`src/hw/rtl/rbgf_pkg.sv`:
```
`timescale 1ns / 1ps
// Shared types, widths, gradient ROM contents and palette map for the gradient fill core.
// Depends on nothing; every other file refers to it by scoped names.
package rbgf_pkg;

    localparam int COORD_BITS     = 12;
    localparam int DIM_BITS       = 13;
    localparam int FRACTION_BITS  = 16;
    localparam int GRADIENT_STEPS = 32;
    localparam int STEP_BITS      = $clog2(GRADIENT_STEPS);
    localparam int ROM_COUNT      = 7;
    localparam int ROM_ENTRIES    = GRADIENT_STEPS + 1;
    localparam int ROM_SEL_BITS   = 3;
    localparam int LO_BITS        = STEP_BITS + 1;
    localparam int ROM_IDX_BITS   = 8;
    localparam int CORNERS        = 4;
    localparam int CHANNELS       = 3;
    localparam int COLOR_BITS     = 8;

    // Corner coordinate and distance widths
    localparam int POS_W   = DIM_BITS + 1;
    localparam int SUM_W   = 2 * POS_W + 1;
    localparam int DIAG_W  = 2 * DIM_BITS + 1;
    localparam int DIV_STEPS = 2 * FRACTION_BITS + 2 * STEP_BITS;
    localparam int QUO_W   = DIV_STEPS;
    localparam int ROOT_W  = QUO_W / 2;
    localparam int REM_W   = ROOT_W + 2;

    // Blend widths
    localparam int K_W     = COLOR_BITS + FRACTION_BITS;
    localparam int TB_W    = K_W + DIM_BITS;
    localparam int NUM_W   = TB_W + DIM_BITS;
    localparam int DEN_W   = 2 * DIM_BITS;
    localparam int QUOT_BITS = COLOR_BITS + 1;
    localparam int N2_W    = NUM_W + 1 - FRACTION_BITS;

    // Pipeline depths
    localparam int FRONT_LAT = 3;
    localparam int RATIO_LAT = DIV_STEPS + 1;
    localparam int SQRT_LAT  = ROOT_W;
    localparam int BLEND_LAT = 5 + QUOT_BITS;
    localparam int SIDE_LAT  = RATIO_LAT + SQRT_LAT;
    localparam int PIPE_LAT  = FRONT_LAT + SIDE_LAT + BLEND_LAT;

    localparam logic [DIM_BITS-1:0] SCREEN_WIDTH_RST  = 13'd640;
    localparam logic [DIM_BITS-1:0] SCREEN_HEIGHT_RST = 13'd400;

    // Per-pixel data that rides alongside the distance pipeline
    typedef struct packed {
        logic [ROM_SEL_BITS-1:0] rom;
        logic [COORD_BITS-1:0]   ox;
        logic [COORD_BITS-1:0]   oy;
        logic [DIM_BITS-1:0]     wd;
        logic [DIM_BITS-1:0]     hd;
    } side_t;

    localparam logic [ROM_SEL_BITS-1:0] PALETTE_ROM [0:15] = '{
        3'd2, 3'd2, 3'd2, 3'd0, 3'd1, 3'd1, 3'd1, 3'd2,
        3'd0, 3'd2, 3'd3, 3'd4, 3'd1, 3'd5, 3'd6, 3'd6
    };

    localparam logic [3*COLOR_BITS-1:0] GRAD_ROM [0:ROM_COUNT*ROM_ENTRIES-1] = '{
        {8'd0,8'd0,8'd0},{8'd0,8'd0,8'd8},{8'd0,8'd0,8'd16},{8'd0,8'd0,8'd24},
        {8'd0,8'd0,8'd32},{8'd0,8'd0,8'd40},{8'd0,8'd0,8'd48},{8'd0,8'd0,8'd56},
        {8'd0,8'd0,8'd64},{8'd0,8'd0,8'd72},{8'd0,8'd0,8'd80},{8'd0,8'd0,8'd88},
        {8'd0,8'd0,8'd96},{8'd0,8'd0,8'd104},{8'd0,8'd0,8'd112},{8'd0,8'd0,8'd120},
        {8'd0,8'd0,8'd132},{8'd0,8'd0,8'd140},{8'd0,8'd0,8'd148},{8'd0,8'd0,8'd156},
        {8'd0,8'd0,8'd164},{8'd0,8'd0,8'd172},{8'd0,8'd0,8'd180},{8'd0,8'd0,8'd188},
        {8'd0,8'd0,8'd196},{8'd0,8'd0,8'd204},{8'd0,8'd0,8'd212},{8'd0,8'd0,8'd220},
        {8'd0,8'd0,8'd228},{8'd0,8'd0,8'd236},{8'd0,8'd0,8'd244},{8'd0,8'd0,8'd252},
        {8'd0,8'd0,8'd252},

        {8'd108,8'd36,8'd0},{8'd112,8'd36,8'd0},{8'd116,8'd40,8'd0},{8'd120,8'd44,8'd0},
        {8'd124,8'd48,8'd0},{8'd128,8'd52,8'd0},{8'd136,8'd56,8'd0},{8'd140,8'd56,8'd0},
        {8'd144,8'd60,8'd0},{8'd148,8'd64,8'd0},{8'd152,8'd68,8'd0},{8'd156,8'd72,8'd0},
        {8'd164,8'd76,8'd0},{8'd168,8'd80,8'd0},{8'd172,8'd88,8'd0},{8'd176,8'd92,8'd0},
        {8'd180,8'd96,8'd0},{8'd184,8'd100,8'd0},{8'd192,8'd104,8'd0},{8'd196,8'd112,8'd0},
        {8'd200,8'd116,8'd0},{8'd204,8'd120,8'd0},{8'd208,8'd124,8'd0},{8'd212,8'd132,8'd0},
        {8'd216,8'd136,8'd0},{8'd224,8'd144,8'd0},{8'd228,8'd148,8'd0},{8'd232,8'd152,8'd0},
        {8'd236,8'd160,8'd0},{8'd240,8'd168,8'd0},{8'd244,8'd172,8'd0},{8'd252,8'd180,8'd0},
        {8'd252,8'd180,8'd0},

        {8'd36,8'd36,8'd36},{8'd40,8'd40,8'd40},{8'd48,8'd48,8'd48},{8'd56,8'd52,8'd52},
        {8'd60,8'd60,8'd60},{8'd68,8'd64,8'd64},{8'd76,8'd72,8'd72},{8'd80,8'd76,8'd76},
        {8'd88,8'd80,8'd80},{8'd96,8'd88,8'd88},{8'd104,8'd92,8'd92},{8'd108,8'd96,8'd96},
        {8'd116,8'd104,8'd104},{8'd124,8'd108,8'd108},{8'd128,8'd112,8'd112},
        {8'd136,8'd116,8'd116},{8'd144,8'd124,8'd124},{8'd148,8'd128,8'd128},
        {8'd156,8'd132,8'd132},{8'd164,8'd136,8'd136},{8'd168,8'd140,8'd140},
        {8'd176,8'd144,8'd144},{8'd184,8'd148,8'd148},{8'd188,8'd152,8'd152},
        {8'd196,8'd156,8'd156},{8'd204,8'd160,8'd160},{8'd212,8'd164,8'd164},
        {8'd216,8'd168,8'd168},{8'd224,8'd168,8'd168},{8'd232,8'd172,8'd172},
        {8'd236,8'd176,8'd176},{8'd244,8'd180,8'd180},{8'd244,8'd180,8'd180},

        {8'd252,8'd0,8'd0},{8'd252,8'd0,8'd0},{8'd252,8'd4,8'd4},{8'd252,8'd8,8'd8},
        {8'd252,8'd8,8'd8},{8'd252,8'd12,8'd12},{8'd252,8'd16,8'd16},{8'd252,8'd20,8'd20},
        {8'd252,8'd24,8'd24},{8'd252,8'd28,8'd28},{8'd252,8'd32,8'd32},{8'd252,8'd36,8'd36},
        {8'd252,8'd40,8'd40},{8'd252,8'd44,8'd44},{8'd252,8'd48,8'd48},{8'd252,8'd52,8'd52},
        {8'd252,8'd56,8'd56},{8'd252,8'd60,8'd60},{8'd252,8'd64,8'd64},{8'd252,8'd68,8'd68},
        {8'd252,8'd72,8'd72},{8'd252,8'd76,8'd76},{8'd252,8'd80,8'd80},{8'd252,8'd84,8'd84},
        {8'd252,8'd88,8'd88},{8'd252,8'd92,8'd92},{8'd252,8'd96,8'd96},
        {8'd252,8'd100,8'd100},{8'd252,8'd104,8'd104},{8'd252,8'd108,8'd108},
        {8'd252,8'd112,8'd112},{8'd252,8'd116,8'd116},{8'd252,8'd116,8'd116},

        {8'd108,8'd0,8'd36},{8'd112,8'd0,8'd44},{8'd116,8'd0,8'd52},{8'd120,8'd4,8'd64},
        {8'd124,8'd4,8'd72},{8'd128,8'd8,8'd84},{8'd136,8'd12,8'd92},{8'd140,8'd12,8'd104},
        {8'd144,8'd16,8'd116},{8'd148,8'd20,8'd128},{8'd152,8'd24,8'd136},
        {8'd156,8'd28,8'd148},{8'd164,8'd32,8'd160},{8'd160,8'd36,8'd168},
        {8'd160,8'd40,8'd172},{8'd156,8'd44,8'd176},{8'd152,8'd48,8'd180},
        {8'd152,8'd56,8'd184},{8'd152,8'd60,8'd192},{8'd148,8'd64,8'd196},
        {8'd144,8'd72,8'd200},{8'd144,8'd76,8'd204},{8'd144,8'd84,8'd208},
        {8'd140,8'd88,8'd212},{8'd140,8'd96,8'd216},{8'd140,8'd100,8'd224},
        {8'd140,8'd108,8'd228},{8'd140,8'd112,8'd232},{8'd140,8'd120,8'd236},
        {8'd140,8'd128,8'd240},{8'd140,8'd136,8'd244},{8'd144,8'd144,8'd252},
        {8'd144,8'd144,8'd252},

        {8'd0,8'd0,8'd252},{8'd0,8'd4,8'd248},{8'd4,8'd16,8'd248},{8'd4,8'd28,8'd248},
        {8'd8,8'd36,8'd244},{8'd12,8'd48,8'd244},{8'd12,8'd60,8'd244},{8'd16,8'd68,8'd244},
        {8'd20,8'd76,8'd240},{8'd20,8'd84,8'd240},{8'd24,8'd96,8'd240},
        {8'd28,8'd104,8'd236},{8'd32,8'd112,8'd236},{8'd32,8'd116,8'd236},
        {8'd36,8'd124,8'd236},{8'd40,8'd132,8'd232},{8'd40,8'd140,8'd232},
        {8'd44,8'd148,8'd232},{8'd48,8'd152,8'd228},{8'd48,8'd160,8'd228},
        {8'd52,8'd164,8'd228},{8'd56,8'd172,8'd228},{8'd56,8'd176,8'd224},
        {8'd60,8'd180,8'd224},{8'd64,8'd188,8'd224},{8'd64,8'd192,8'd220},
        {8'd68,8'd196,8'd220},{8'd68,8'd200,8'd220},{8'd72,8'd204,8'd216},
        {8'd76,8'd208,8'd216},{8'd76,8'd212,8'd216},{8'd80,8'd216,8'd216},
        {8'd80,8'd216,8'd216},

        {8'd16,8'd32,8'd0},{8'd16,8'd44,8'd0},{8'd20,8'd56,8'd0},{8'd24,8'd68,8'd0},
        {8'd24,8'd80,8'd0},{8'd28,8'd88,8'd0},{8'd28,8'd100,8'd0},{8'd32,8'd112,8'd0},
        {8'd32,8'd124,8'd0},{8'd36,8'd136,8'd0},{8'd36,8'd144,8'd0},{8'd48,8'd152,8'd0},
        {8'd60,8'd156,8'd0},{8'd68,8'd160,8'd0},{8'd80,8'd168,8'd0},{8'd88,8'd172,8'd0},
        {8'd100,8'd176,8'd0},{8'd108,8'd180,8'd0},{8'd120,8'd188,8'd0},
        {8'd132,8'd192,8'd0},{8'd140,8'd196,8'd0},{8'd152,8'd204,8'd0},
        {8'd160,8'd208,8'd0},{8'd172,8'd212,8'd0},{8'd180,8'd216,8'd0},
        {8'd192,8'd224,8'd0},{8'd204,8'd228,8'd0},{8'd212,8'd232,8'd0},
        {8'd224,8'd240,8'd0},{8'd232,8'd244,8'd0},{8'd244,8'd248,8'd0},
        {8'd252,8'd252,8'd0},{8'd252,8'd252,8'd0}
    };

    // RGB entry of one gradient at one step
    function automatic logic [3*COLOR_BITS-1:0] grad_color(
        input logic [ROM_SEL_BITS-1:0] rom,
        input logic [LO_BITS-1:0]      lo
    );
        logic [ROM_IDX_BITS-1:0] idx;
        idx = {rom, 5'b00000} + ROM_IDX_BITS'(rom) + ROM_IDX_BITS'(lo);
        return GRAD_ROM[idx];
    endfunction

endpackage

```
`src/hw/rtl/rbgf_ratio.sv`:
```
`timescale 1ns / 1ps
// Pipelined restoring divider: squared distance over squared diagonal, scaled by the
// step count squared, one quotient bit per stage. Uses rbgf_pkg.
module rbgf_ratio (
    input  logic                              clk,
    input  logic                              adv,
    input  logic [rbgf_pkg::SUM_W-1:0]        dist_sq,
    input  logic [rbgf_pkg::DIAG_W-1:0]       diag_sq,
    output logic [rbgf_pkg::QUO_W-1:0]        ratio,
    output logic                              sat
);

    localparam int N  = rbgf_pkg::DIV_STEPS;
    localparam int DW = rbgf_pkg::DIAG_W;
    localparam int QW = rbgf_pkg::QUO_W;

    logic [DW-1:0]  rem_reg  [0:N-1];
    logic [DW-1:0]  rem_next [0:N-1];
    logic [QW-1:0]  quo_reg  [0:N];
    logic [QW-1:0]  quo_next [0:N];
    logic [N:0]     sat_reg, sat_next;

    always_comb
    begin
        logic [DW:0] dbl;
        logic [DW:0] diff;
        sat_next[0] = (dist_sq >= rbgf_pkg::SUM_W'(diag_sq));
        rem_next[0] = sat_next[0] ? '0 : dist_sq[DW-1:0];
        quo_next[0] = '0;
        for (int i = 0; i < N; i++)
        begin
            dbl  = {rem_reg[i], 1'b0};
            diff = dbl - {1'b0, diag_sq};
            sat_next[i+1] = sat_reg[i];
            if (dbl >= {1'b0, diag_sq})
            begin
                quo_next[i+1] = {quo_reg[i][QW-2:0], 1'b1};
                if (i + 1 < N)
                begin
                    rem_next[i+1] = diff[DW-1:0];
                end
            end
            else
            begin
                quo_next[i+1] = {quo_reg[i][QW-2:0], 1'b0};
                if (i + 1 < N)
                begin
                    rem_next[i+1] = dbl[DW-1:0];
                end
            end
        end
    end

    always_ff @(posedge clk)
    begin
        if (adv)
        begin
            for (int i = 0; i < N; i++)
            begin
                rem_reg[i] <= rem_next[i];
            end
            for (int i = 0; i <= N; i++)
            begin
                quo_reg[i] <= quo_next[i];
            end
            sat_reg <= sat_next;
        end
    end

    assign ratio = quo_reg[N];
    assign sat   = sat_reg[N];

endmodule

```
`config.mk`:
```
export PLATFORM = sky130hd
export DESIGN_NAME = rbgf_ratio
export DESIGN_NICKNAME = d
export VERILOG_FILES = /design/src/hw/rtl/rbgf_pkg.sv /design/src/hw/rtl/rbgf_ratio.sv
export SDC_FILE = /design/constraint.sdc
export NUM_CORES = 2
export LEC_CHECK = 0
export BUFFER_PORTS_ARGS = -buffer_cell sky130_fd_sc_hd__clkbuf_2
export CAP_MARGIN = 20
export CELL_PAD_IN_SITES_DETAIL_PLACEMENT = 0
export CELL_PAD_IN_SITES_GLOBAL_PLACEMENT = 1
export CORE_ASPECT_RATIO = 1.25
export CORE_MARGIN = 2
export CORE_UTILIZATION = 45
export DETAILED_ROUTE_END_ITERATION = 16
export PLACE_DENSITY = 0.76
export SYNTH_ARGS = -nofsm -noshare
export SYNTH_HDL_FRONTEND = slang
export SYNTH_SLANG_ARGS = --single-unit
```
`constraint.sdc`:
```
create_clock -name clk -period 9 [get_ports clk]
set_input_delay 0.45 -clock clk [delete_from_list [all_inputs] [get_ports clk]]
set_output_delay 0.45 -clock clk [all_outputs]
set_load 0.05 [all_outputs]
```
==> results.yml <==
logic_synthesis:
  synth_seq_area_share: 0.4854
  yosys_warnings: 0
  synth-edff-count: 2080
  syn_area_per_cell_um2: 11.27
  syn_area_um2: 128700
  ys_ff_latch: 2080
  ys_async_sr_fraction: 0
  syn_inst: 11415
  synth_ff_type: "edfxtp_1"
  ys_types: 93
  synthesis.nets: 12674
placement:
  dp_hpwl_um: 231800
  io_buffers: 100
  place_area_um2: 133900
  pre_cts_ws_ps: 3346
  routabilityCongestion: 0.9533
power:
  p_total_mw: 55.70
  p_leak_nw: 55.14
  netSwitchingFraction: 0.3899
  combPwrFrac: 0.511
  ir_worst_vdd_mv: 0.1757
  cellPowerDensity_nw_per_um2: 393.2
  p_int_mw: 33.98
  p_sw_mw: 21.71
  clkPwrFrac: 0.170
  p_seq_frac: 0.319
global_routing:
  grt_max_degree: 179
  grt.overflow.total: 0
  antenna_found_initial: 10
  track_usage: 0.2183
  grt_pass1_vias: 90436
  grt_pass1_wl_um: 503100
clocking:
  insertion_delay_ps: 960
  clockBufferDepth: 4
  cts_sinks: 2080
  htreeDepth: 4
  cts_tree: "built"
  cts_setup_buffers: 0
  cts_root_buf: "clkbuf_16"
  clk_pin_slew_ps: 60
  cts_made_buffers: 228
hold_path:
  worst_hold_path.num_cells: 2
  holdPathEnd: "rem_reg[0][5]"
  min_path_type: "in -> reg"
  hold_start: "dist_sq[5]"
route:
  postRouteAntennaNets: 0
  firstDrtPassIters: 6
  routedWlPerCell_um: 21.01
  drc: 0
  via_per_inst: 5.830
  drt-total-wl_um: 326600
  vias: 90651
  drt-initial-drc-count: 5789
run_status:
  outcome: "finished clean"
worst_setup_path:
  path_class: "in -> reg"
  path_cells: "buf_4 > inv_6 > buf_4 > fa_1 > a211oi_1 > o21ai_1 > a31oi_1 > o21ai_1 > a221o_1 > or4_1 > o311a_1 > a31oi_4 > buf_4 > inv_1 > mux2_2"
  reg2reg_slack_ps: 4530
  cp_max_fo: 49
  critPathTopFamily: "compound AO/OA/AOI/OAI gates"
  path_buf_inv: 5
  end_kind: "register"
  slowest_delay_ps: 510
  worstPathArrival_ps: 5340
  rr_worst_depth: 12
  required_ps: 9600
  timing.rr.start: "rem_reg[1][243]"
  cp-start-kind: "primary input"
  worst_r2r_endpoint: "rem_reg[1][295]"
  cp_common_cell: "buf_4"
  crit_slowest_cell: "fa_1"
  cp-startpoint: "diag_sq[0]"
timing:
  worstMarginPinSlew_ps: 1167
  tns_ps: 0
  drv_slew: 0
  hold_viol: 0
  min_period_ps: 4744
  timing.final.crit_share: 0.5271
  setup_viol: 0
  setup_ws_ps: 4256
  fmax_mhz: 210.8
  maxSlewHeadroom: 0.2149
  grt_setup_unrepaired: "false"
  fin_worst_skew_ps: 96.41
cells_and_area:
  syn2layout_area_growth_pct: 10.10
  largest_register_ffs: 1134
  fillerInstances: 24806
  final_util: 0.4976
  layout-drive-gt1-share: 0.1047
  layout_commonest_cell: "edfxtp_1"
  postLayoutCellArea_um2: 141700
  fin_nets: 12865
  final_cell_mix: "edfxtp_1, ha_1, a21oi_1, o21ai_0, nand2_1"
die:
  initial_core_util: 0.4519
  core-area_um2: 284700
  die-area_um2: 290200
  ios: 101
  die_height_um: 601.8
  rows: 219
  die_w_um: 482.3
run:
  cap_violations: 0
==> power groups by stage <==
stage          Combinational [mW]  Clock, mW  Sequential [mW]
4_1_cts                      28.2       9.75             17.7
5_1_grt                      31.6       10.1             18.0
3_3_place_gp                 27.4          0             17.9
3_5_place_dp                 27.9          0             17.8
2_1_floorplan                22.4          0             16.8
6_report                     28.5       9.47             17.8
==> worst reg2reg max path, stage by stage, from the launching register on <==
cell and delay, ps:
edfxtp_1 450, fa_1 460, a211oi_1 350, o21ai_1 130, a31oi_1 370, o21ai_1 270, a221o_1 460, or4_1 480
o311a_1 170, a31oi_4 180, buf_4 430, inv_1 130, mux2_2 300
==> area by class of cell <==
cell class,instances,area (um2),area share
clock inverter,139,1535,0.01084
clock buffer,274,5921,0.04179
multi-input combinational,8752,64040,0.4520
timing repair buffer,232,1767,0.01247
tap,3757,4701,0.03318
sequential,2080,62460,0.4409
antenna,2,5.005,0.00003533
inverter,312,1240,0.008752
==> per-layer routing <==
metal / share of wire / vias to the layer above / track usage
li1: - / 43910 / -
met1: 0.43 / 44009 / 0.2715
met2: 0.49 / 2046 / 0.3791
met3: 0.039 / 684 / 0.02453
met4: 0.049 / 2 / 0.09757
met5: 0.000040 / - / 0
==> metrics by stage <==
stage / hold WS [ps] / cells
after global routing: 33.56 / 15547
after CTS: 12.92 / 15542
after detailed placement: 404.5 / 15111
after global placement: 400.0 / 15109
final: 82.71 / 15548
after floorplan: 400.3 / 11415
==> repair_timing <==
action,in CTS,in global routing
resized for setup,0,0
hold buffers,18,0
endpoints found under the hold margin,24,0
==> synth_stat cells (35+ instances only) <==
master	number	area (um2)
nand2_1	770	2890
edfxtp_1	2080	62460
and3_1	90	563.0
o21bai_1	121	908.4
nand4_1	149	932.1
inv_1	311	1167
o21ai_0	772	3864
mux2_2	531	5979
and2_1	49	306.5
or3_1	37	231.5
nand2b_1	134	838.3
buf_2	35	175.2
o211ai_1	71	533.0
o21a_1	124	930.9
nor3b_1	39	292.8
fa_1	41	820.8
xnor2_1	579	5071
a31oi_1	126	788.3
nand3_1	202	1011
or2_2	36	225.2
a21oi_1	1066	5335
a211oi_1	72	540.5
clkbuf_1	201	754.5
ha_1	1160	14510
nor3_1	153	765.7
nor2_1	754	2830
nor2b_1	134	838.3
nor4_1	42	262.8
a21o_1	553	4151
o31ai_1	57	427.9
xor2_1	360	3153
==> cells by family after synthesis <==
group                      synth area share
xor gates and xnor gates            0.06392
and+or+nand+nor                     0.09850
adders and majority gates            0.1192
muxes                               0.04962
AOI/OAI and AO/OA                    0.1652
buffers and inverters               0.01815
DFF                                  0.4854
==> worst max path at each step <==
| stage | end | slack [ps] | cells after the start |
|---|---|---|---|
| after floorplan | rem_reg[0][35] | 1350 | 17 |
| after global placement | rem_reg[1][295] | 3380 | 15 |
| after detailed placement | rem_reg[0][246] | 3350 | 14 |
| after CTS | rem_reg[0][267] | 4300 | 14 |
| after global routing | rem_reg[1][295] | 4000 | 15 |
| final | rem_reg[1][295] | 4260 | 15 |
No activity file was read; power rests on OpenSTA's default activity.
