### src/hw/rtl/rbgf_pkg.sv
`timescale 1ns / 1ps
// Shared types, widths, gradient ROM contents and palette map for the gradient fill core.
// Depends on nothing; every other file refers to it by scoped names.
package rbgf_pkg;

    localparam int COORD_BITS     = 12;
    localparam int DIM_BITS       = 13;
    localparam int FRACTION_BITS  = 16;
    localparam int GRADIENT_STEPS = 32;
    localparam int STEP_BITS      = $clog2(GRADIENT_STEPS);
    localparam int ROM_COUNT      = 7;
    localparam int ROM_ENTRIES    = GRADIENT_STEPS + 1;
    localparam int ROM_SEL_BITS   = 3;
    localparam int LO_BITS        = STEP_BITS + 1;
    localparam int ROM_IDX_BITS   = 8;
    localparam int CORNERS        = 4;
    localparam int CHANNELS       = 3;
    localparam int COLOR_BITS     = 8;

    // Corner coordinate and distance widths
    localparam int POS_W   = DIM_BITS + 1;
    localparam int SUM_W   = 2 * POS_W + 1;
    localparam int DIAG_W  = 2 * DIM_BITS + 1;
    localparam int DIV_STEPS = 2 * FRACTION_BITS + 2 * STEP_BITS;
    localparam int QUO_W   = DIV_STEPS;
    localparam int ROOT_W  = QUO_W / 2;
    localparam int REM_W   = ROOT_W + 2;

    // Blend widths
    localparam int K_W     = COLOR_BITS + FRACTION_BITS;
    localparam int TB_W    = K_W + DIM_BITS;
    localparam int NUM_W   = TB_W + DIM_BITS;
    localparam int DEN_W   = 2 * DIM_BITS;
    localparam int QUOT_BITS = COLOR_BITS + 1;
    localparam int N2_W    = NUM_W + 1 - FRACTION_BITS;

    // Pipeline depths
    localparam int FRONT_LAT = 3;
    localparam int RATIO_LAT = DIV_STEPS + 1;
    localparam int SQRT_LAT  = ROOT_W;
    localparam int BLEND_LAT = 5 + QUOT_BITS;
    localparam int SIDE_LAT  = RATIO_LAT + SQRT_LAT;
    localparam int PIPE_LAT  = FRONT_LAT + SIDE_LAT + BLEND_LAT;

    localparam logic [DIM_BITS-1:0] SCREEN_WIDTH_RST  = 13'd640;
    localparam logic [DIM_BITS-1:0] SCREEN_HEIGHT_RST = 13'd400;

    // Per-pixel data that rides alongside the distance pipeline
    typedef struct packed {
        logic [ROM_SEL_BITS-1:0] rom;
        logic [COORD_BITS-1:0]   ox;
        logic [COORD_BITS-1:0]   oy;
        logic [DIM_BITS-1:0]     wd;
        logic [DIM_BITS-1:0]     hd;
    } side_t;

    localparam logic [ROM_SEL_BITS-1:0] PALETTE_ROM [0:15] = '{
        3'd2, 3'd2, 3'd2, 3'd0, 3'd1, 3'd1, 3'd1, 3'd2,
        3'd0, 3'd2, 3'd3, 3'd4, 3'd1, 3'd5, 3'd6, 3'd6
    };

    localparam logic [3*COLOR_BITS-1:0] GRAD_ROM [0:ROM_COUNT*ROM_ENTRIES-1] = '{
        {8'd0,8'd0,8'd0},{8'd0,8'd0,8'd8},{8'd0,8'd0,8'd16},{8'd0,8'd0,8'd24},
        {8'd0,8'd0,8'd32},{8'd0,8'd0,8'd40},{8'd0,8'd0,8'd48},{8'd0,8'd0,8'd56},
        {8'd0,8'd0,8'd64},{8'd0,8'd0,8'd72},{8'd0,8'd0,8'd80},{8'd0,8'd0,8'd88},
        {8'd0,8'd0,8'd96},{8'd0,8'd0,8'd104},{8'd0,8'd0,8'd112},{8'd0,8'd0,8'd120},
        {8'd0,8'd0,8'd132},{8'd0,8'd0,8'd140},{8'd0,8'd0,8'd148},{8'd0,8'd0,8'd156},
        {8'd0,8'd0,8'd164},{8'd0,8'd0,8'd172},{8'd0,8'd0,8'd180},{8'd0,8'd0,8'd188},
        {8'd0,8'd0,8'd196},{8'd0,8'd0,8'd204},{8'd0,8'd0,8'd212},{8'd0,8'd0,8'd220},
        {8'd0,8'd0,8'd228},{8'd0,8'd0,8'd236},{8'd0,8'd0,8'd244},{8'd0,8'd0,8'd252},
        {8'd0,8'd0,8'd252},

        {8'd108,8'd36,8'd0},{8'd112,8'd36,8'd0},{8'd116,8'd40,8'd0},{8'd120,8'd44,8'd0},
        {8'd124,8'd48,8'd0},{8'd128,8'd52,8'd0},{8'd136,8'd56,8'd0},{8'd140,8'd56,8'd0},
        {8'd144,8'd60,8'd0},{8'd148,8'd64,8'd0},{8'd152,8'd68,8'd0},{8'd156,8'd72,8'd0},
        {8'd164,8'd76,8'd0},{8'd168,8'd80,8'd0},{8'd172,8'd88,8'd0},{8'd176,8'd92,8'd0},
        {8'd180,8'd96,8'd0},{8'd184,8'd100,8'd0},{8'd192,8'd104,8'd0},{8'd196,8'd112,8'd0},
        {8'd200,8'd116,8'd0},{8'd204,8'd120,8'd0},{8'd208,8'd124,8'd0},{8'd212,8'd132,8'd0},
        {8'd216,8'd136,8'd0},{8'd224,8'd144,8'd0},{8'd228,8'd148,8'd0},{8'd232,8'd152,8'd0},
        {8'd236,8'd160,8'd0},{8'd240,8'd168,8'd0},{8'd244,8'd172,8'd0},{8'd252,8'd180,8'd0},
        {8'd252,8'd180,8'd0},

        {8'd36,8'd36,8'd36},{8'd40,8'd40,8'd40},{8'd48,8'd48,8'd48},{8'd56,8'd52,8'd52},
        {8'd60,8'd60,8'd60},{8'd68,8'd64,8'd64},{8'd76,8'd72,8'd72},{8'd80,8'd76,8'd76},
        {8'd88,8'd80,8'd80},{8'd96,8'd88,8'd88},{8'd104,8'd92,8'd92},{8'd108,8'd96,8'd96},
        {8'd116,8'd104,8'd104},{8'd124,8'd108,8'd108},{8'd128,8'd112,8'd112},
        {8'd136,8'd116,8'd116},{8'd144,8'd124,8'd124},{8'd148,8'd128,8'd128},
        {8'd156,8'd132,8'd132},{8'd164,8'd136,8'd136},{8'd168,8'd140,8'd140},
        {8'd176,8'd144,8'd144},{8'd184,8'd148,8'd148},{8'd188,8'd152,8'd152},
        {8'd196,8'd156,8'd156},{8'd204,8'd160,8'd160},{8'd212,8'd164,8'd164},
        {8'd216,8'd168,8'd168},{8'd224,8'd168,8'd168},{8'd232,8'd172,8'd172},
        {8'd236,8'd176,8'd176},{8'd244,8'd180,8'd180},{8'd244,8'd180,8'd180},

        {8'd252,8'd0,8'd0},{8'd252,8'd0,8'd0},{8'd252,8'd4,8'd4},{8'd252,8'd8,8'd8},
        {8'd252,8'd8,8'd8},{8'd252,8'd12,8'd12},{8'd252,8'd16,8'd16},{8'd252,8'd20,8'd20},
        {8'd252,8'd24,8'd24},{8'd252,8'd28,8'd28},{8'd252,8'd32,8'd32},{8'd252,8'd36,8'd36},
        {8'd252,8'd40,8'd40},{8'd252,8'd44,8'd44},{8'd252,8'd48,8'd48},{8'd252,8'd52,8'd52},
        {8'd252,8'd56,8'd56},{8'd252,8'd60,8'd60},{8'd252,8'd64,8'd64},{8'd252,8'd68,8'd68},
        {8'd252,8'd72,8'd72},{8'd252,8'd76,8'd76},{8'd252,8'd80,8'd80},{8'd252,8'd84,8'd84},
        {8'd252,8'd88,8'd88},{8'd252,8'd92,8'd92},{8'd252,8'd96,8'd96},
        {8'd252,8'd100,8'd100},{8'd252,8'd104,8'd104},{8'd252,8'd108,8'd108},
        {8'd252,8'd112,8'd112},{8'd252,8'd116,8'd116},{8'd252,8'd116,8'd116},

        {8'd108,8'd0,8'd36},{8'd112,8'd0,8'd44},{8'd116,8'd0,8'd52},{8'd120,8'd4,8'd64},
        {8'd124,8'd4,8'd72},{8'd128,8'd8,8'd84},{8'd136,8'd12,8'd92},{8'd140,8'd12,8'd104},
        {8'd144,8'd16,8'd116},{8'd148,8'd20,8'd128},{8'd152,8'd24,8'd136},
        {8'd156,8'd28,8'd148},{8'd164,8'd32,8'd160},{8'd160,8'd36,8'd168},
        {8'd160,8'd40,8'd172},{8'd156,8'd44,8'd176},{8'd152,8'd48,8'd180},
        {8'd152,8'd56,8'd184},{8'd152,8'd60,8'd192},{8'd148,8'd64,8'd196},
        {8'd144,8'd72,8'd200},{8'd144,8'd76,8'd204},{8'd144,8'd84,8'd208},
        {8'd140,8'd88,8'd212},{8'd140,8'd96,8'd216},{8'd140,8'd100,8'd224},
        {8'd140,8'd108,8'd228},{8'd140,8'd112,8'd232},{8'd140,8'd120,8'd236},
        {8'd140,8'd128,8'd240},{8'd140,8'd136,8'd244},{8'd144,8'd144,8'd252},
        {8'd144,8'd144,8'd252},

        {8'd0,8'd0,8'd252},{8'd0,8'd4,8'd248},{8'd4,8'd16,8'd248},{8'd4,8'd28,8'd248},
        {8'd8,8'd36,8'd244},{8'd12,8'd48,8'd244},{8'd12,8'd60,8'd244},{8'd16,8'd68,8'd244},
        {8'd20,8'd76,8'd240},{8'd20,8'd84,8'd240},{8'd24,8'd96,8'd240},
        {8'd28,8'd104,8'd236},{8'd32,8'd112,8'd236},{8'd32,8'd116,8'd236},
        {8'd36,8'd124,8'd236},{8'd40,8'd132,8'd232},{8'd40,8'd140,8'd232},
        {8'd44,8'd148,8'd232},{8'd48,8'd152,8'd228},{8'd48,8'd160,8'd228},
        {8'd52,8'd164,8'd228},{8'd56,8'd172,8'd228},{8'd56,8'd176,8'd224},
        {8'd60,8'd180,8'd224},{8'd64,8'd188,8'd224},{8'd64,8'd192,8'd220},
        {8'd68,8'd196,8'd220},{8'd68,8'd200,8'd220},{8'd72,8'd204,8'd216},
        {8'd76,8'd208,8'd216},{8'd76,8'd212,8'd216},{8'd80,8'd216,8'd216},
        {8'd80,8'd216,8'd216},

        {8'd16,8'd32,8'd0},{8'd16,8'd44,8'd0},{8'd20,8'd56,8'd0},{8'd24,8'd68,8'd0},
        {8'd24,8'd80,8'd0},{8'd28,8'd88,8'd0},{8'd28,8'd100,8'd0},{8'd32,8'd112,8'd0},
        {8'd32,8'd124,8'd0},{8'd36,8'd136,8'd0},{8'd36,8'd144,8'd0},{8'd48,8'd152,8'd0},
        {8'd60,8'd156,8'd0},{8'd68,8'd160,8'd0},{8'd80,8'd168,8'd0},{8'd88,8'd172,8'd0},
        {8'd100,8'd176,8'd0},{8'd108,8'd180,8'd0},{8'd120,8'd188,8'd0},
        {8'd132,8'd192,8'd0},{8'd140,8'd196,8'd0},{8'd152,8'd204,8'd0},
        {8'd160,8'd208,8'd0},{8'd172,8'd212,8'd0},{8'd180,8'd216,8'd0},
        {8'd192,8'd224,8'd0},{8'd204,8'd228,8'd0},{8'd212,8'd232,8'd0},
        {8'd224,8'd240,8'd0},{8'd232,8'd244,8'd0},{8'd244,8'd248,8'd0},
        {8'd252,8'd252,8'd0},{8'd252,8'd252,8'd0}
    };

    // RGB entry of one gradient at one step
    function automatic logic [3*COLOR_BITS-1:0] grad_color(
        input logic [ROM_SEL_BITS-1:0] rom,
        input logic [LO_BITS-1:0]      lo
    );
        logic [ROM_IDX_BITS-1:0] idx;
        idx = {rom, 5'b00000} + ROM_IDX_BITS'(rom) + ROM_IDX_BITS'(lo);
        return GRAD_ROM[idx];
    endfunction

endpackage

### src/hw/rtl/rbgf_sqrt.sv
`timescale 1ns / 1ps
// Pipelined digit-by-digit integer square root, one root bit per stage, giving the
// gradient position with FRACTION_BITS fraction bits. Uses rbgf_pkg.
module rbgf_sqrt (
    input  logic                              clk,
    input  logic                              adv,
    input  logic [rbgf_pkg::QUO_W-1:0]        ratio,
    input  logic                              sat_in,
    output logic [rbgf_pkg::ROOT_W-1:0]       root,
    output logic                              sat
);

    localparam int N  = rbgf_pkg::ROOT_W;
    localparam int RW = rbgf_pkg::REM_W;
    localparam int QW = rbgf_pkg::QUO_W;
    localparam int CW = RW + 2;

    logic [RW-1:0] rem_reg  [0:N-1];
    logic [RW-1:0] rem_next [0:N-1];
    logic [N-1:0]  root_reg [0:N-1];
    logic [N-1:0]  root_next[0:N-1];
    logic [QW-1:0] bits_reg [0:N-1];
    logic [QW-1:0] bits_next[0:N-1];
    logic [N-1:0]  sat_reg, sat_next;

    always_comb
    begin
        logic [RW-1:0] prem;
        logic [N-1:0]  proot;
        logic [QW-1:0] pbits;
        logic [CW-1:0] cur;
        logic [CW-1:0] trial;
        logic [CW-1:0] diff;
        for (int i = 0; i < N; i++)
        begin
            if (i == 0)
            begin
                prem        = '0;
                proot       = '0;
                pbits       = ratio;
                sat_next[i] = sat_in;
            end
            else
            begin
                prem        = rem_reg[i-1];
                proot       = root_reg[i-1];
                pbits       = bits_reg[i-1];
                sat_next[i] = sat_reg[i-1];
            end
            // Bring down the next two radicand bits
            cur          = {prem, pbits[QW-1 -: 2]};
            trial        = CW'({proot, 2'b01});
            diff         = cur - trial;
            bits_next[i] = {pbits[QW-3:0], 2'b00};
            if (cur >= trial)
            begin
                rem_next[i]  = diff[RW-1:0];
                root_next[i] = {proot[N-2:0], 1'b1};
            end
            else
            begin
                rem_next[i]  = cur[RW-1:0];
                root_next[i] = {proot[N-2:0], 1'b0};
            end
        end
    end

    always_ff @(posedge clk)
    begin
        if (adv)
        begin
            for (int i = 0; i < N; i++)
            begin
                rem_reg[i]  <= rem_next[i];
                root_reg[i] <= root_next[i];
                bits_reg[i] <= bits_next[i];
            end
            sat_reg <= sat_next;
        end
    end

    assign root = root_reg[N-1];
    assign sat  = sat_reg[N-1];

endmodule

### config.mk
export PLATFORM = sky130hd
export DESIGN_NAME = rbgf_sqrt
export DESIGN_NICKNAME = d
export VERILOG_FILES = /design/src/hw/rtl/rbgf_pkg.sv /design/src/hw/rtl/rbgf_sqrt.sv
export SDC_FILE = /design/constraint.sdc
export NUM_CORES = 2
export LEC_CHECK = 0
export ABC_AREA = 1
export ABC_CLOCK_PERIOD_IN_PS = 4460
export BUFFER_PORTS_ARGS = -buffer_cell sky130_fd_sc_hd__buf_4
export CAP_MARGIN = 20
export CORE_MARGIN = 8
export CORE_UTILIZATION = 40
export DETAILED_ROUTE_END_ITERATION = 16
export GPL_TIMING_DRIVEN = 0
export PLACE_DENSITY = 0.54
export REMOVE_ABC_BUFFERS = 1
export SLEW_MARGIN = 20
export SYNTH_ARGS = -nofsm -noshare
export SYNTH_HDL_FRONTEND = slang
export SYNTH_SLANG_ARGS = --single-unit
### constraint.sdc
create_clock -name clk -period 4.46 [get_ports clk]
set_clock_uncertainty 0.15 [all_clocks]
set_input_delay 0.223 -clock clk [delete_from_list [all_inputs] [get_ports clk]]
set_output_delay 0.223 -clock clk [all_outputs]
set_load 0.01 [all_outputs]
==> flow_metrics.env <==
export IMPL_status="completed"
export IMPL_core_sq_um=149000
export IMPL_cp_end_kind="flip-flop"
export IMPL_grt_first_pass_wirelength_um=231000
export IMPL_synth_ff_type="edfxtp_1"
export IMPL_overflow=0
export IMPL_synthTopCellsByCount="nand2_1 (2282), inv_1 (1131), edfxtp_1 (1103), nor2_1 (589), nand3_1 (399)"
export IMPL_synth_area_leaders="edfxtp_1 (55%), nand2_1 (14%), inv_1 (7.1%)"
export IMPL_crit_required_ns=4.80
export IMPL_fin_crit_ns=3.33
export IMPL_start_kind="flip-flop"
export IMPL_drtIter0Drc=2746
export IMPL_die_h_um=403
export IMPL_swShare=0.297
export IMPL_synthesis_area_sq_um=59800
export IMPL_rsz0062_at_grt="false"
export IMPL_max_slew_margin=0.373
export IMPL_via_per_inst=4.80
export IMPL_place_congestion=0.909
export IMPL_peakVddDrop_uv=426
export IMPL_synth_seq_cells=1103
export IMPL_cts_sinks=1103
export IMPL_cts_tree="done"
export IMPL_grt_usage=0.178
export IMPL_p_comb_frac=0.190
export IMPL_crit_fanout=20
export IMPL_yosysTopAreaCellShare=0.554
export IMPL_async_flop_share=0
export IMPL_synth_cells=6737
export IMPL_pin_count=67
export IMPL_min_path_type="in2reg"
export IMPL_finalHoldViolCount=0
export IMPL_drt_first_pass_iters=6
export IMPL_largest_register_ffs=431
export IMPL_setup_viol_count_final=0
export IMPL_clkTransAtPathRegs_ns=0.06
export IMPL_final_util=0.453
export IMPL_num_vias=43300
export IMPL_worst_pin_slew_ns=0.937
export IMPL_fp_dieW_um=403
export IMPL_htreeDepth=4
export IMPL_syn_avg_cell_area_sq_um=8.88
export IMPL_max_freq_mhz=300
export IMPL_grt_pass1_vias=42000
export IMPL_ys_warn_count=0
export IMPL_synth_area_leader_cell="edfxtp_1"
export IMPL_die_area_sq_um=162000
export IMPL_pwr_share_seq=0.452
export IMPL_total_power_mw=29.7
export IMPL_antenna_found_initial=3
export IMPL_wl_um=147000
export IMPL_crit_arrival_ns=3.67
export IMPL_p_leak_nw=30.3
export IMPL_synth_edff_count=1103
export IMPL_clkLatencyLatePin_ns=0.76
export IMPL_drc=0
export IMPL_ant_nets=0
export IMPL_power_switching_mw=8.82
export IMPL_yosysMostFrequentCell="nand2_1"
export IMPL_cap_violations=0
export IMPL_grt_max_degree=157
export IMPL_start_util=0.401
export IMPL_period_share=0.748
export IMPL_power_density_nw_per_um2=439
export IMPL_rows=142
export IMPL_ys_seq_area_frac=0.554
export IMPL_route_detailed_wl_per_inst_um=16.3
export IMPL_layout_drive_gt1_share=0.0588
export IMPL_power_internal_mw=20.9
export IMPL_dp_hpwl_um=112000
export IMPL_synth_distinct_cells=48
export IMPL_cts_buffers_inserted=132
export IMPL_path_class="reg2reg"
export IMPL_area_delta_synth_final_pct=13.1
export IMPL_layout_nets=7268
export IMPL_p_clk_frac=0.359
export IMPL_io_buffers=66
export IMPL_rrSetupSlack_ns=1.13
export IMPL_root_buffer="clkbuf_16"
export IMPL_cts_path_max_buffers=3
export IMPL_slew_violations=0
-- kinds of logic (layout without fill, tap and decap cells) --
kind of cell | after synthesis | in the layout | share of synthesized area
other | 1 | 2 | 0.0000627
and+or+nand+nor | 3613 | 3613 | 0.253
buffers and inverters | 1207 | 1543 | 0.0801
adders and majority gates | 253 | 253 | 0.0529
xor gates and xnor gates | 174 | 174 | 0.0255
AOI/OAI and AO/OA | 386 | 386 | 0.0343
DFF | 1103 | 1103 | 0.554
-- layout by cell type, fill, tap and decap left out, types with 64 or more instances in the layout --
| master | netlist | routed |
|---|---|---|
| ha_1 | 253 | 253 |
| inv_1 | 1131 | 1131 |
| a21oi_1 | 219 | 219 |
| nand3b_1 | 64 | 64 |
| nand2_1 | 2282 | 2282 |
| buf_4 | 16 | 65 |
| edfxtp_1 | 1103 | 1103 |
| nand3_1 | 399 | 399 |
| o21ai_0 | 93 | 93 |
| dlygate4sd3_1 | 0 | 77 |
| xor2_1 | 111 | 111 |
| clkbuf_16 | 0 | 136 |
| nand4_1 | 102 | 102 |
| nor2_1 | 589 | 589 |
-- power by group through the flow --
| stage | Sequential [mW] | Combinational [mW] | Clock (mW) |
|---|---|---|---|
| floorplan | 13.3 | 3.95 | 0 |
| global placement | 13.8 | 5.51 | 0 |
| detailed placement | 13.6 | 5.56 | 0 |
| CTS | 13.4 | 5.65 | 11.1 |
| global route | 13.5 | 6.44 | 11.4 |
| finish | 13.4 | 5.63 | 10.7 |
-- metrics by stage --
step | setup slack, ns | area, sq um | setup TNS [ns] | hold slack, ns | std cells
finish | 1.13 | 67600 | 0 | 0.0719 | 9018
global route | 0.990 | 67600 | 0 | 0.0103 | 9017
CTS | 1.15 | 67600 | 0 | 0.00894 | 9017
detailed placement | 1.10 | 62500 | 0 | 0.252 | 8703
global placement | -6.88 | 62300 | -7256.56 | 0.251 | 8695
floorplan | 2.01 | 59400 | 0 | 0.172 | 6685
-- layout make-up --
type | count | area [sq um]
Clock buffer | 157 | 3480
Antenna cell | 1 | 2.50
Inverter | 1155 | 4340
Multi-Input combinational cell | 4427 | 21900
Sequential cell | 1103 | 33100
Fill cell | 14500 | 81600
Tap cell | 1944 | 2430
Clock inverter | 80 | 868
Timing Repair Buffer | 151 | 1510
-- what timing repair did --
action | CTS | global route
setup buffers | 0 | 0
endpoints found under the hold margin | 117 | 0
hold buffers | 77 | 0
gates resized for setup | 0 | 0
-- path summary, 6_finish.rpt --
path              cells past startpoint             start              end
setup / recovery                     10  root_reg[1][111]   rem_reg[3][64]
hold / removal                        2         ratio[20]  bits_reg[0][20]
setup reg to reg                     10  root_reg[1][111]   rem_reg[3][64]
hold reg to reg                       0   bits_reg[0][57]  bits_reg[0][99]
-- critical path: stages (launching register included) --
cell and delay [ns]:
edfxtp_1 0.42, inv_1 0.07, ha_1 0.35, nand2_1 0.14, inv_1 0.05, a21oi_1 0.39
nand3_1 0.35, nand2_1 0.24, nand2_2 0.32, inv_2 0.42, a21oi_1 0.13
-- routing by layer --
layer	part of all wire	vias to the layer above	routed length (um)	global-route usage
met5	0	-	0	0
met4	0.030	0	4460	0.0574
met3	0.039	237	5730	0.0262
met2	0.48	787	71100	0.308
met1	0.45	20000	66100	0.231
li1	-	22200	-	-
Power figures use the tool's default switching activity.
