===== src/hw/rtl/rbgf_pkg.sv =====
`timescale 1ns / 1ps
// Shared types, widths, gradient ROM contents and palette map for the gradient fill core.
// Depends on nothing; every other file refers to it by scoped names.
package rbgf_pkg;

    localparam int COORD_BITS     = 12;
    localparam int DIM_BITS       = 13;
    localparam int FRACTION_BITS  = 16;
    localparam int GRADIENT_STEPS = 32;
    localparam int STEP_BITS      = $clog2(GRADIENT_STEPS);
    localparam int ROM_COUNT      = 7;
    localparam int ROM_ENTRIES    = GRADIENT_STEPS + 1;
    localparam int ROM_SEL_BITS   = 3;
    localparam int LO_BITS        = STEP_BITS + 1;
    localparam int ROM_IDX_BITS   = 8;
    localparam int CORNERS        = 4;
    localparam int CHANNELS       = 3;
    localparam int COLOR_BITS     = 8;

    // Corner coordinate and distance widths
    localparam int POS_W   = DIM_BITS + 1;
    localparam int SUM_W   = 2 * POS_W + 1;
    localparam int DIAG_W  = 2 * DIM_BITS + 1;
    localparam int DIV_STEPS = 2 * FRACTION_BITS + 2 * STEP_BITS;
    localparam int QUO_W   = DIV_STEPS;
    localparam int ROOT_W  = QUO_W / 2;
    localparam int REM_W   = ROOT_W + 2;

    // Blend widths
    localparam int K_W     = COLOR_BITS + FRACTION_BITS;
    localparam int TB_W    = K_W + DIM_BITS;
    localparam int NUM_W   = TB_W + DIM_BITS;
    localparam int DEN_W   = 2 * DIM_BITS;
    localparam int QUOT_BITS = COLOR_BITS + 1;
    localparam int N2_W    = NUM_W + 1 - FRACTION_BITS;

    // Pipeline depths
    localparam int FRONT_LAT = 3;
    localparam int RATIO_LAT = DIV_STEPS + 1;
    localparam int SQRT_LAT  = ROOT_W;
    localparam int BLEND_LAT = 5 + QUOT_BITS;
    localparam int SIDE_LAT  = RATIO_LAT + SQRT_LAT;
    localparam int PIPE_LAT  = FRONT_LAT + SIDE_LAT + BLEND_LAT;

    localparam logic [DIM_BITS-1:0] SCREEN_WIDTH_RST  = 13'd640;
    localparam logic [DIM_BITS-1:0] SCREEN_HEIGHT_RST = 13'd400;

    // Per-pixel data that rides alongside the distance pipeline
    typedef struct packed {
        logic [ROM_SEL_BITS-1:0] rom;
        logic [COORD_BITS-1:0]   ox;
        logic [COORD_BITS-1:0]   oy;
        logic [DIM_BITS-1:0]     wd;
        logic [DIM_BITS-1:0]     hd;
    } side_t;

    localparam logic [ROM_SEL_BITS-1:0] PALETTE_ROM [0:15] = '{
        3'd2, 3'd2, 3'd2, 3'd0, 3'd1, 3'd1, 3'd1, 3'd2,
        3'd0, 3'd2, 3'd3, 3'd4, 3'd1, 3'd5, 3'd6, 3'd6
    };

    localparam logic [3*COLOR_BITS-1:0] GRAD_ROM [0:ROM_COUNT*ROM_ENTRIES-1] = '{
        {8'd0,8'd0,8'd0},{8'd0,8'd0,8'd8},{8'd0,8'd0,8'd16},{8'd0,8'd0,8'd24},
        {8'd0,8'd0,8'd32},{8'd0,8'd0,8'd40},{8'd0,8'd0,8'd48},{8'd0,8'd0,8'd56},
        {8'd0,8'd0,8'd64},{8'd0,8'd0,8'd72},{8'd0,8'd0,8'd80},{8'd0,8'd0,8'd88},
        {8'd0,8'd0,8'd96},{8'd0,8'd0,8'd104},{8'd0,8'd0,8'd112},{8'd0,8'd0,8'd120},
        {8'd0,8'd0,8'd132},{8'd0,8'd0,8'd140},{8'd0,8'd0,8'd148},{8'd0,8'd0,8'd156},
        {8'd0,8'd0,8'd164},{8'd0,8'd0,8'd172},{8'd0,8'd0,8'd180},{8'd0,8'd0,8'd188},
        {8'd0,8'd0,8'd196},{8'd0,8'd0,8'd204},{8'd0,8'd0,8'd212},{8'd0,8'd0,8'd220},
        {8'd0,8'd0,8'd228},{8'd0,8'd0,8'd236},{8'd0,8'd0,8'd244},{8'd0,8'd0,8'd252},
        {8'd0,8'd0,8'd252},

        {8'd108,8'd36,8'd0},{8'd112,8'd36,8'd0},{8'd116,8'd40,8'd0},{8'd120,8'd44,8'd0},
        {8'd124,8'd48,8'd0},{8'd128,8'd52,8'd0},{8'd136,8'd56,8'd0},{8'd140,8'd56,8'd0},
        {8'd144,8'd60,8'd0},{8'd148,8'd64,8'd0},{8'd152,8'd68,8'd0},{8'd156,8'd72,8'd0},
        {8'd164,8'd76,8'd0},{8'd168,8'd80,8'd0},{8'd172,8'd88,8'd0},{8'd176,8'd92,8'd0},
        {8'd180,8'd96,8'd0},{8'd184,8'd100,8'd0},{8'd192,8'd104,8'd0},{8'd196,8'd112,8'd0},
        {8'd200,8'd116,8'd0},{8'd204,8'd120,8'd0},{8'd208,8'd124,8'd0},{8'd212,8'd132,8'd0},
        {8'd216,8'd136,8'd0},{8'd224,8'd144,8'd0},{8'd228,8'd148,8'd0},{8'd232,8'd152,8'd0},
        {8'd236,8'd160,8'd0},{8'd240,8'd168,8'd0},{8'd244,8'd172,8'd0},{8'd252,8'd180,8'd0},
        {8'd252,8'd180,8'd0},

        {8'd36,8'd36,8'd36},{8'd40,8'd40,8'd40},{8'd48,8'd48,8'd48},{8'd56,8'd52,8'd52},
        {8'd60,8'd60,8'd60},{8'd68,8'd64,8'd64},{8'd76,8'd72,8'd72},{8'd80,8'd76,8'd76},
        {8'd88,8'd80,8'd80},{8'd96,8'd88,8'd88},{8'd104,8'd92,8'd92},{8'd108,8'd96,8'd96},
        {8'd116,8'd104,8'd104},{8'd124,8'd108,8'd108},{8'd128,8'd112,8'd112},
        {8'd136,8'd116,8'd116},{8'd144,8'd124,8'd124},{8'd148,8'd128,8'd128},
        {8'd156,8'd132,8'd132},{8'd164,8'd136,8'd136},{8'd168,8'd140,8'd140},
        {8'd176,8'd144,8'd144},{8'd184,8'd148,8'd148},{8'd188,8'd152,8'd152},
        {8'd196,8'd156,8'd156},{8'd204,8'd160,8'd160},{8'd212,8'd164,8'd164},
        {8'd216,8'd168,8'd168},{8'd224,8'd168,8'd168},{8'd232,8'd172,8'd172},
        {8'd236,8'd176,8'd176},{8'd244,8'd180,8'd180},{8'd244,8'd180,8'd180},

        {8'd252,8'd0,8'd0},{8'd252,8'd0,8'd0},{8'd252,8'd4,8'd4},{8'd252,8'd8,8'd8},
        {8'd252,8'd8,8'd8},{8'd252,8'd12,8'd12},{8'd252,8'd16,8'd16},{8'd252,8'd20,8'd20},
        {8'd252,8'd24,8'd24},{8'd252,8'd28,8'd28},{8'd252,8'd32,8'd32},{8'd252,8'd36,8'd36},
        {8'd252,8'd40,8'd40},{8'd252,8'd44,8'd44},{8'd252,8'd48,8'd48},{8'd252,8'd52,8'd52},
        {8'd252,8'd56,8'd56},{8'd252,8'd60,8'd60},{8'd252,8'd64,8'd64},{8'd252,8'd68,8'd68},
        {8'd252,8'd72,8'd72},{8'd252,8'd76,8'd76},{8'd252,8'd80,8'd80},{8'd252,8'd84,8'd84},
        {8'd252,8'd88,8'd88},{8'd252,8'd92,8'd92},{8'd252,8'd96,8'd96},
        {8'd252,8'd100,8'd100},{8'd252,8'd104,8'd104},{8'd252,8'd108,8'd108},
        {8'd252,8'd112,8'd112},{8'd252,8'd116,8'd116},{8'd252,8'd116,8'd116},

        {8'd108,8'd0,8'd36},{8'd112,8'd0,8'd44},{8'd116,8'd0,8'd52},{8'd120,8'd4,8'd64},
        {8'd124,8'd4,8'd72},{8'd128,8'd8,8'd84},{8'd136,8'd12,8'd92},{8'd140,8'd12,8'd104},
        {8'd144,8'd16,8'd116},{8'd148,8'd20,8'd128},{8'd152,8'd24,8'd136},
        {8'd156,8'd28,8'd148},{8'd164,8'd32,8'd160},{8'd160,8'd36,8'd168},
        {8'd160,8'd40,8'd172},{8'd156,8'd44,8'd176},{8'd152,8'd48,8'd180},
        {8'd152,8'd56,8'd184},{8'd152,8'd60,8'd192},{8'd148,8'd64,8'd196},
        {8'd144,8'd72,8'd200},{8'd144,8'd76,8'd204},{8'd144,8'd84,8'd208},
        {8'd140,8'd88,8'd212},{8'd140,8'd96,8'd216},{8'd140,8'd100,8'd224},
        {8'd140,8'd108,8'd228},{8'd140,8'd112,8'd232},{8'd140,8'd120,8'd236},
        {8'd140,8'd128,8'd240},{8'd140,8'd136,8'd244},{8'd144,8'd144,8'd252},
        {8'd144,8'd144,8'd252},

        {8'd0,8'd0,8'd252},{8'd0,8'd4,8'd248},{8'd4,8'd16,8'd248},{8'd4,8'd28,8'd248},
        {8'd8,8'd36,8'd244},{8'd12,8'd48,8'd244},{8'd12,8'd60,8'd244},{8'd16,8'd68,8'd244},
        {8'd20,8'd76,8'd240},{8'd20,8'd84,8'd240},{8'd24,8'd96,8'd240},
        {8'd28,8'd104,8'd236},{8'd32,8'd112,8'd236},{8'd32,8'd116,8'd236},
        {8'd36,8'd124,8'd236},{8'd40,8'd132,8'd232},{8'd40,8'd140,8'd232},
        {8'd44,8'd148,8'd232},{8'd48,8'd152,8'd228},{8'd48,8'd160,8'd228},
        {8'd52,8'd164,8'd228},{8'd56,8'd172,8'd228},{8'd56,8'd176,8'd224},
        {8'd60,8'd180,8'd224},{8'd64,8'd188,8'd224},{8'd64,8'd192,8'd220},
        {8'd68,8'd196,8'd220},{8'd68,8'd200,8'd220},{8'd72,8'd204,8'd216},
        {8'd76,8'd208,8'd216},{8'd76,8'd212,8'd216},{8'd80,8'd216,8'd216},
        {8'd80,8'd216,8'd216},

        {8'd16,8'd32,8'd0},{8'd16,8'd44,8'd0},{8'd20,8'd56,8'd0},{8'd24,8'd68,8'd0},
        {8'd24,8'd80,8'd0},{8'd28,8'd88,8'd0},{8'd28,8'd100,8'd0},{8'd32,8'd112,8'd0},
        {8'd32,8'd124,8'd0},{8'd36,8'd136,8'd0},{8'd36,8'd144,8'd0},{8'd48,8'd152,8'd0},
        {8'd60,8'd156,8'd0},{8'd68,8'd160,8'd0},{8'd80,8'd168,8'd0},{8'd88,8'd172,8'd0},
        {8'd100,8'd176,8'd0},{8'd108,8'd180,8'd0},{8'd120,8'd188,8'd0},
        {8'd132,8'd192,8'd0},{8'd140,8'd196,8'd0},{8'd152,8'd204,8'd0},
        {8'd160,8'd208,8'd0},{8'd172,8'd212,8'd0},{8'd180,8'd216,8'd0},
        {8'd192,8'd224,8'd0},{8'd204,8'd228,8'd0},{8'd212,8'd232,8'd0},
        {8'd224,8'd240,8'd0},{8'd232,8'd244,8'd0},{8'd244,8'd248,8'd0},
        {8'd252,8'd252,8'd0},{8'd252,8'd252,8'd0}
    };

    // RGB entry of one gradient at one step
    function automatic logic [3*COLOR_BITS-1:0] grad_color(
        input logic [ROM_SEL_BITS-1:0] rom,
        input logic [LO_BITS-1:0]      lo
    );
        logic [ROM_IDX_BITS-1:0] idx;
        idx = {rom, 5'b00000} + ROM_IDX_BITS'(rom) + ROM_IDX_BITS'(lo);
        return GRAD_ROM[idx];
    endfunction

endpackage


===== src/hw/rtl/rbgf_front.sv =====
`timescale 1ns / 1ps
// Front end: clamps the request fields, forms the corner coordinates and their squared
// distances from the lower-left origin over three stages. Uses rbgf_pkg.
module rbgf_front (
    input  logic                                clk,
    input  logic                                adv,
    input  logic [rbgf_pkg::DIM_BITS-1:0]       screen_height,
    input  logic [rbgf_pkg::COORD_BITS-1:0]     dest_x,
    input  logic [rbgf_pkg::COORD_BITS-1:0]     dest_y,
    input  logic [rbgf_pkg::DIM_BITS-1:0]       rect_width,
    input  logic [rbgf_pkg::DIM_BITS-1:0]       rect_height,
    input  logic [3:0]                          color_index,
    input  logic [rbgf_pkg::COORD_BITS-1:0]     offset_x,
    input  logic [rbgf_pkg::COORD_BITS-1:0]     offset_y,
    output logic [rbgf_pkg::CORNERS-1:0][rbgf_pkg::SUM_W-1:0] dist_sq,
    output rbgf_pkg::side_t                     side
);

    localparam int PW = rbgf_pkg::POS_W;
    localparam int DW = rbgf_pkg::DIM_BITS;
    localparam int CW = rbgf_pkg::COORD_BITS;
    localparam int SW = PW + 1;

    logic [DW-1:0] w, h, sh_e, w_m1, h_m1;
    logic [CW-1:0] ox, oy;
    logic [SW-1:0] d1, d2;

    logic [CW-1:0]   x1_reg, x1_next;
    logic [PW-1:0]   x2_reg, x2_next;
    logic [DW-1:0]   y1_reg, y1_next;
    logic [PW-1:0]   y2_reg, y2_next;
    rbgf_pkg::side_t side1_reg, side1_next, side2_reg, side3_reg;

    logic [2*CW-1:0] x1sq_reg;
    logic [2*PW-1:0] x2sq_reg;
    logic [2*DW-1:0] y1sq_reg;
    logic [2*PW-1:0] y2sq_reg;
    logic [rbgf_pkg::CORNERS-1:0][rbgf_pkg::SUM_W-1:0] sum_reg, sum_next;

    always_comb
    begin
        w    = (rect_width == '0)    ? DW'(1) : rect_width;
        h    = (rect_height == '0)   ? DW'(1) : rect_height;
        sh_e = (screen_height == '0) ? DW'(1) : screen_height;
        w_m1 = w - DW'(1);
        h_m1 = h - DW'(1);

        // Saturate the offset to the last column or row
        ox = (DW'(offset_x) > w_m1) ? w_m1[CW-1:0] : offset_x;
        oy = (DW'(offset_y) > h_m1) ? h_m1[CW-1:0] : offset_y;

        x1_next = dest_x;
        x2_next = PW'(dest_x) + PW'(w_m1);

        // Rows count upward; a corner below the origin counts by magnitude
        d1 = SW'(sh_e) - SW'(1) - SW'(dest_y);
        d2 = SW'(sh_e) - SW'(dest_y) - SW'(h);
        y1_next = d1[SW-1] ? DW'(~d1 + SW'(1)) : d1[DW-1:0];
        y2_next = d2[SW-1] ? PW'(~d2 + SW'(1)) : d2[PW-1:0];

        side1_next.rom = rbgf_pkg::PALETTE_ROM[color_index];
        side1_next.ox  = ox;
        side1_next.oy  = oy;
        side1_next.wd  = (w > DW'(1)) ? w_m1 : DW'(1);
        side1_next.hd  = (h > DW'(1)) ? h_m1 : DW'(1);
    end

    always_comb
    begin
        sum_next[0] = rbgf_pkg::SUM_W'(x1sq_reg) + rbgf_pkg::SUM_W'(y1sq_reg);
        sum_next[1] = rbgf_pkg::SUM_W'(x2sq_reg) + rbgf_pkg::SUM_W'(y1sq_reg);
        sum_next[2] = rbgf_pkg::SUM_W'(x1sq_reg) + rbgf_pkg::SUM_W'(y2sq_reg);
        sum_next[3] = rbgf_pkg::SUM_W'(x2sq_reg) + rbgf_pkg::SUM_W'(y2sq_reg);
    end

    always_ff @(posedge clk)
    begin
        if (adv)
        begin
            x1_reg    <= x1_next;
            x2_reg    <= x2_next;
            y1_reg    <= y1_next;
            y2_reg    <= y2_next;
            side1_reg <= side1_next;

            x1sq_reg  <= (2*CW)'(x1_reg) * (2*CW)'(x1_reg);
            x2sq_reg  <= (2*PW)'(x2_reg) * (2*PW)'(x2_reg);
            y1sq_reg  <= (2*DW)'(y1_reg) * (2*DW)'(y1_reg);
            y2sq_reg  <= (2*PW)'(y2_reg) * (2*PW)'(y2_reg);
            side2_reg <= side1_reg;

            sum_reg   <= sum_next;
            side3_reg <= side2_reg;
        end
    end

    assign dist_sq = sum_reg;
    assign side    = side3_reg;

endmodule


===== config.mk =====
export PLATFORM = sky130hd
export DESIGN_NAME = rbgf_front
export DESIGN_NICKNAME = d
export VERILOG_FILES = /design/src/hw/rtl/rbgf_pkg.sv /design/src/hw/rtl/rbgf_front.sv
export SDC_FILE = /design/constraint.sdc
export NUM_CORES = 2
export LEC_CHECK = 0
export ABC_CLOCK_PERIOD_IN_PS = 7000
export BUFFER_PORTS_ARGS = -buffer_cell sky130_fd_sc_hd__buf_2
export CAP_MARGIN = 20
export CORE_MARGIN = 1.5
export CORE_UTILIZATION = 40
export CTS_BUF_LIST = sky130_fd_sc_hd__clkbuf_4 sky130_fd_sc_hd__clkbuf_8 sky130_fd_sc_hd__clkbuf_16
export DETAILED_ROUTE_END_ITERATION = 7
export GPL_ROUTABILITY_DRIVEN = 0
export HOLD_SLACK_MARGIN = 0.12
export PLACE_DENSITY_LB_ADDON = 0.05
export SLEW_MARGIN = 10
export SYNTH_ARGS = -nofsm -noshare
export SYNTH_HDL_FRONTEND = slang
export SYNTH_SLANG_ARGS = --single-unit
export TNS_END_PERCENT = 5

===== constraint.sdc =====
create_clock -name clk -period 7 [get_ports clk]
set_clock_uncertainty 0.05 [all_clocks]
set_input_delay 1.4 -clock clk [delete_from_list [all_inputs] [get_ports clk]]
set_output_delay 1.4 -clock clk [all_outputs]
set_load 0.05 [all_outputs]

==> metrics <==
outcome finished, final reports clean; worst reg-to-reg setup slack ~400 ps; CP arrival 6920 ps; Max Cap Viol 0; Yosys top cell area share approximately a third; Netlist cell types 83; Filler Cells Inserted roughly 9.5k; worst-path fanout max 13; clock root buffer clkbuf_16; Die Span Y between 300 and 400 um; Site Rows around 120; Most Frequent Cell on Critical Path inv_1; Final ANT Viol Nets 0; Largest register FFs approximately 110; final setup TNS 0 ps; Async SR Flop Fraction 0%; most frequent cells in the layout 708 x inv_1, 482 x ha_1, 428 x edfxtp_1; ys flop type edfxtp_1; global-route wire length before repair roughly 160000 um; worst relative slew slack 34.1%; # IOs ~260; endpoints failing setup 0; Clock Sinks ~430; critical register-to-register path startpoint x2_reg[6]$_DFFE_PP_; RSZ-0062 raised after global routing false; Layout area overhead 12.3%; initial antenna violation count 8; synthesized area 0.0406 mm2; min-delay src side2_reg[3]$_DFFE_PP_; element type at the critical path end register; final slew viol count 0; Critical Path Slowest Stage Cell edfxtp_1; top cells by area, synth edfxtp_1 32%, fa_1 21%, ha_1 15%; Hold Path Sink side[3]$_DFFE_PP_; Worst-path clk slew roughly 70 ps; largest net degree at the start of global routing between 100 and 150; H-tree depth 2; YS warnings 0; fin crit share about 94%; Non-Filler Instances between 5k and 6k; post-synthesis sequential area ratio between 30% and 40%; CP Class register to register; placed cells approximately 5.4k; CP startpoint kind register; vias in the first global route roughly 27k; Synth Area per Inst approximately 11 um2; fin nets ~5.1k; Critical Path RT 7310 ps; Pre-antenna DRT Iters 5; Port Buffers around 260; Via density approximately 4.9; Crit path depth 23; post-layout min period around 6600 ps; Post-CTS Hold Fix Bufs 0; post-route cell area around 0.046 mm2; R2R cell count 23; share of cells above drive strength 1 between 10 and 15%; detailed-route wire length per cell between 15 and 20 um; Detailed Route Iter0 Violations 1377; Placed Area 0.0437 mm2; Achievable Freq roughly 150 MHz; post-route worst setup slack 393 ps; post-synth top area cell edfxtp_1; post-place setup slack 300 ps; die area roughly 0.10 mm2; FF+latch count, synth between 400 and 500; width of the chip ~320 um; core area between 0.1 and 0.15 mm2; CTS tree done; Initial Util between 40 and 50%; CP max stage delay ~660 ps; total CTS buffers 50; grt ovf 0; hpwl dp approximately 80000 um; gr usage total about 20%; DR DRC count 0; Post-synth EDFFs 428; CTS max path bufs 3; Final Hold Fails 0; cell family with most CP delay adder cells; worst-margin pin slew approximately 960 ps; worst min path class register to register; WL final ~98000 um; most common cell after layout, fill and taps aside inv_1; hold-critical path depth 0; capturing point of the worst reg2reg path x2sq_reg[27]$_DFFE_PP_; Mapped Cells around 3.8k; DR vias around 27k; clock latency at the later pin of the worst-skew pair roughly 630 ps; worst path cell trace inv_1 > nor2_1 > fa_1 > inv_1 > fa_1 > inv_1 > fa_1 > inv_1 > fa_1 > inv_1 > fa_1 > inv_1 > fa_1 > inv_1 > ha_1 > nand3_1 > a31oi_1 > o2111ai_1 > a221o_1 > o31ai_2 > a21o_1 > a21oi_1 > xnor2_1; Bufs and invs on worst path 7
-- layer usage --
metal	track usage [%]	part of all wire (%)	wire, um
met2	31.0	46	44600
met5	0	0	0
met4	4.38	2.0	1960
met3	2.19	3.7	3580
met1	28.5	49	47800
-- cell usage after synthesis, types with 5 or more instances --
cell type	number
nor3b_1	9
a31o_2	5
nor2_1	199
nand2_1	258
o21bai_1	15
and2_1	147
inv_1	708
a211o_1	7
mux2i_1	7
o21a_1	36
o21ai_0	80
nor3_1	55
a21oi_1	147
nor4_1	13
a21o_1	84
or3_1	8
nor2b_1	41
fa_1	417
xnor2_1	188
mux2_2	12
nand3_1	36
clkbuf_1	76
edfxtp_1	428
o211ai_1	6
mux2_4	9
a2111oi_0	9
and3_1	16
ha_1	482
a211oi_1	14
a31oi_1	14
o2111ai_1	5
xor2_1	99
nand4_1	20
or2_2	13
nand2b_1	33
o31ai_1	15
-- logic make-up (layout without fill, tap and decap cells) --
logic type	after synthesis	count (layout)	share of synthesized area, %
XOR/XNOR	288	288	6.23
buffers and inverters	789	1108	7.36
AND/OR/NAND/NOR	870	870	10.5
other	1	7	0.00924
multiplexers	28	28	0.839
flip-flops	428	428	31.7
adder cells (fa/ha/maj)	900	900	35.5
AO/OA/AOI/OAI	492	492	7.94
-- area by class of cell --
cell class                      count  area, um2  share of cell area (%)
Clock buffer                       56       1310                    2.88
Sequential cell                   428      12900                    28.2
Inverter                          709       2660                    5.84
Timing Repair Buffer              306       1700                    3.72
Multi-Input combinational cell   2580      24800                    54.3
Tap cell                         1357       1700                    3.73
Clock inverter                     37        574                    1.26
Antenna cell                        5       12.5                  0.0275
-- per-stage QoR --
stage / hold slack [ps] / util, %
floorplan: 350 / -
global placement: 350 / 43.5
detailed placement: 355 / 43.5
CTS: 368 / 45.4
global route: 369 / 45.4
finish: 363 / 45.4
-- what timing repair did --
item | 4_1_cts | 5_1_grt
resized for setup | 0 | 2
endpoints found under the setup margin | 0 | 3
buffers inserted | 0 | 0
-- worst max-delay path by stage --
| stage | start | end | slack, ps |
|---|---|---|---|
| after floorplan | x2_reg[7]$_DFFE_PP_ | x2sq_reg[24]$_DFFE_PP_ | 740 |
| after global placement | y2_reg[2]$_DFFE_PP_ | y2sq_reg[27]$_DFFE_PP_ | 340 |
| after detailed placement | y2_reg[2]$_DFFE_PP_ | y2sq_reg[27]$_DFFE_PP_ | 300 |
| after CTS | y2_reg[2]$_DFFE_PP_ | y2sq_reg[27]$_DFFE_PP_ | 270 |
| after global routing | y2_reg[2]$_DFFE_PP_ | y2sq_reg[27]$_DFFE_PP_ | 20 |
| final | x2_reg[6]$_DFFE_PP_ | x2sq_reg[27]$_DFFE_PP_ | 390 |
Power is left out: the tool's default activity adds up to more than one toggle a clock period on the data nets, which glitch-free logic cannot reach.
